==> config.mk <==
export PLATFORM = sky130hd
export DESIGN_NAME = hwm_fifo
export DESIGN_NICKNAME = d
export VERILOG_FILES = /design/src/assert_macros.svh /design/src/hwm_fifo.sv
export SDC_FILE = /design/constraint.sdc
export NUM_CORES = 1
export LEC_CHECK = 0
export ABC_AREA = 1
export BUFFER_PORTS_ARGS = -buffer_cell sky130_fd_sc_hd__buf_2
export CORE_MARGIN = 3
export CORE_UTILIZATION = 50
export CTS_CLUSTER_SIZE = 14
export DETAILED_ROUTE_END_ITERATION = 7
export PLACE_DENSITY = 0.82
export SLEW_MARGIN = 20
export SYNTH_ARGS = -nofsm -noshare
export SYNTH_HDL_FRONTEND = slang
export SYNTH_SLANG_ARGS = --single-unit
export TNS_END_PERCENT = 20
==> constraint.sdc <==
create_clock -name clk -period 1.9 [get_ports clk]
set_input_delay 0.19 -clock clk [delete_from_list [all_inputs] [get_ports clk]]
set_output_delay 0.19 -clock clk [all_outputs]
set_load 0.1 [all_outputs]
==> src/assert_macros.svh <==
// Assertion helpers shared by the RTL. Each one is sampled on clk and is
// held off while arst_n is low.
`ifndef ASSERT_MACROS_SVH
`define ASSERT_MACROS_SVH

// Check that a condition holds at every edge.
`define ASSERT_ALWAYS(name, cond, msg) \
	name: assert property (@(posedge clk) disable iff (!arst_n) (cond)) \
	else $error(msg);

// Check that an antecedent implies a consequent at the same edge.
`define ASSERT_IMPLY(name, ante, cons, msg) \
	name: assert property (@(posedge clk) disable iff (!arst_n) (ante) |-> (cons)) \
	else $error(msg);

// Check that an antecedent implies a consequent at the following edge.
`define ASSERT_NEXT(name, ante, cons, msg) \
	name: assert property (@(posedge clk) disable iff (!arst_n) (ante) |=> (cons)) \
	else $error(msg);

`endif

==> src/hwm_fifo.sv <==
module hwm_fifo #(
	parameter int WIDTH = 8,
	parameter int DEPTH = 2
) (
	input  logic             clk,
	input  logic             arst_n,
	input  logic             push,
	output logic             full,
	input  logic [WIDTH-1:0] din,
	input  logic             pop,
	output logic             empty,
	output logic [WIDTH-1:0] dout
);
	localparam int AW = (DEPTH > 1) ? $clog2(DEPTH) : 1;

	logic [WIDTH-1:0] mem_q [DEPTH];
	logic [AW-1:0]    wr_q, rd_q;
	logic [AW:0]      cnt_q;
	logic             push_ok, pop_ok;

	assign full    = (cnt_q == (AW+1)'(DEPTH));
	assign empty   = (cnt_q == '0);
	assign push_ok = push && !full;
	assign pop_ok  = pop && !empty;
	assign dout    = mem_q[rd_q];

	always_ff @(posedge clk) begin
		if (push_ok) begin
			mem_q[wr_q] <= din;
		end
	end

	always_ff @(posedge clk or negedge arst_n) begin
		if (!arst_n) begin
			wr_q  <= '0;
			rd_q  <= '0;
			cnt_q <= '0;
		end else begin
			if (push_ok) begin
				wr_q <= (wr_q == AW'(DEPTH-1)) ? '0 : wr_q + 1'b1;
			end
			if (pop_ok) begin
				rd_q <= (rd_q == AW'(DEPTH-1)) ? '0 : rd_q + 1'b1;
			end
			case ({push_ok, pop_ok})
				2'b10:   cnt_q <= cnt_q + 1'b1;
				2'b01:   cnt_q <= cnt_q - 1'b1;
				default: cnt_q <= cnt_q;
			endcase
		end
	end
endmodule

==> results.yml <==
die:
  io_pins: 22
  die_h_um: 46.4
  num_rows: 13
  dieArea_um2: 2160
  die_x_um: 46.4
  fp.coreArea_um2: 1420
  initial_core_util: 0.577
layout:
  drive_gt1_frac: 0.320
  fillers: 110
  nets: 114
  area_growth_syn_to_layout_pct: 19.9
  antenna_cells: 0
  stdcell_count: 115
  final_util: 0.692
critical_path:
  crit_cells: 4
  worstSetupEndpoint: "dout[1]"
  start_kind: "register"
  end_kind: "primary output"
  path_buf_inv: 2
  slowest_delay_ps: 510
  critPathSlowestCell: "dfrtp_1"
  r2r_setup_slack_ps: 490
  crit_path_start: "rd_q$_DFFE_PN0P_"
  worstReg2RegStart: "cnt_q[0]$_DFFE_PN0P_"
  crit_required_ps: 1710
  arrival_ps: 1540
  r2r-end: "cnt_q[1]$_DFFE_PN0P_"
  critPathKind: "reg2out"
  crit_top_cell: "nand2_1"
  r2r_cells: 9
  path_delay_family: "buffers and inverters"
  crit_fanout: 10
  path_cells: "inv_2 -> nand2_1 -> nand2_1 -> buf_2"
sta:
  period_needed_ps: 1730
  slew_violations: 0
  rsz0062_at_grt: "false"
  setup_violations: 0
  relSlewSlack: 0.676
  fin_skew_ps: 1.98
  hold_viol_final: 0
  fin_crit_sh: 0.908
  tightest_slew_ps: 490
  tns_ps: 0
  whs_ps: 80.9
  fmax_ghz: 0.580
status:
  status: "complete, no violations"
grt:
  grt_pass1_wl_mm: 2.23
  track_usage: 0.163
  grt_max_degree: 12
  grt_overflow_total: 0
  antenna_found_initial: 0
  grt_pass1_vias: 529
yosys:
  ys_seq_area_frac: 0.711
  syn_inst: 74
  synth_common_cells: "nand2_1, edfxtp_1, inv_1"
  synth_top_cell_area_share: 0.588
  synth_area_leaders: "edfxtp_1, nand2_1, dfrtp_1"
  syn-num-nets: 87
  synth_seq_cells: 20
  synth_area_per_cell_um2: 11.0
  yosysMostFrequentCell: "nand2_1"
  ys_warn_count: 0
  ys_types: 14
  synth-edff-count: 16
  synth_async_sr_flop_share: 0.200
  netlist_area_um2: 817
  ys.flop_type: "edfxtp_1"
  yosys.area.top_type: "edfxtp_1"
clocking:
  htree_levels: 1
  clkTransAtPathRegs_ps: 100
  cts_buffers: 3
  cts_root_buf: "clkbuf_4"
  max-clock-path-buffers: 2
  clk_latency_ps: 290
  cts.sinks: 20
  cts_tree: "built"
placement:
  dp_hpwl_mm: 1.02
  place_inst: 110
  place_congestion: 0.711
  io_buffers: 21
detailed_routing:
  drt-pass1-iter-count: 4
  routedWlPerCell_um: 11.9
  drc: 0
  wirelength_mm: 1.36
  antenna_left: 0
  vias_per_cell: 5.00
  drtIter0Drc: 16
  route.vias.total: 575
job:
  cap_violations: 0
min_path:
  holdCritPathClass: "in2reg"
worst min-delay path by stage:
stage          startpoint                     to  slack (ps)  cells past startpoint
4_1_cts            din[1]  mem_q[1][1]$_DFFE_PP_          70                      1
3_5_place_dp       arst_n       wr_q$_DFFE_PN0P_           7                      1
3_3_place_gp       arst_n       wr_q$_DFFE_PN0P_           4                      1
5_1_grt            din[6]  mem_q[0][6]$_DFFE_PP_          60                      1
2_1_floorplan      arst_n   cnt_q[0]$_DFFE_PN0P_        -110                      0
6_report           din[1]  mem_q[0][1]$_DFFE_PP_          80                      1
area by class of cell:
cell class	count	area (µm²)	area share
Clock buffer	4	26.3	0.0268
Inverter	10	37.5	0.0383
Multi-Input combinational cell	43	194	0.198
Sequential cell	20	581	0.593
Tap cell	15	18.8	0.0192
Timing Repair Buffer	23	123	0.125
cells by family after synthesis:
logic type,Yosys count,share of synthesized area
simple gates,40,0.201
flops,20,0.711
buf+inv,11,0.0521
compound gates,1,0.0107
xor+xnor,1,0.0107
fa+ha+maj,1,0.0153
state kept, by name, indices dropped and copies added (netlist names):
register and flops:
cnt_q 2, mem_q 16, rd_q 1, wr_q 1
cells in the final DEF (no fill, tap or decap), types with 2 or more instances in the layout:
master / instances
clkbuf_4: 3
nand2_2: 2
buf_2: 21
inv_1: 7
edfxtp_1: 16
inv_2: 3
nand2_1: 32
nand3_1: 3
dfrtp_1: 4
per-stage QoR:
| step | cell area, µm² | setup WS [ps] |
|---|---|---|
| 2_1_floorplan | 817 | 90.3 |
| 3_3_place_gp | 943 | 526 |
| 3_5_place_dp | 943 | 499 |
| 4_1_cts | 980 | 148 |
| 5_1_grt | 980 | 60.8 |
| 6_report | 980 | 175 |
metal layers:
metal / wire length (µm) / up-vias / GRT usage
li1: - / 290 / -
met1: 521 / 256 / 0.171
met2: 710 / 27 / 0.280
met3: 119 / 2 / 0.0586
met4: 12 / 0 / 0.0852
met5: 0 / - / 0
repair_timing:
action	in CTS	in global routing
resized for setup	0	0
hold buffers	1	0
endpoints found under the hold margin	4	0
setup buffers	0	0
worst register-to-register path, cell delays in order (launching register included):
cell and delay (ps):
dfrtp_1 480, inv_2 100, nand2_2 80, nand2_2 80
inv_1 40, ha_1 290, inv_1 90, nand3_1 70
nand2_1 50, nand2_1 40
Power is not shown: default switching activity piles up to over one toggle a cycle in this logic, so the estimate is an artifact.
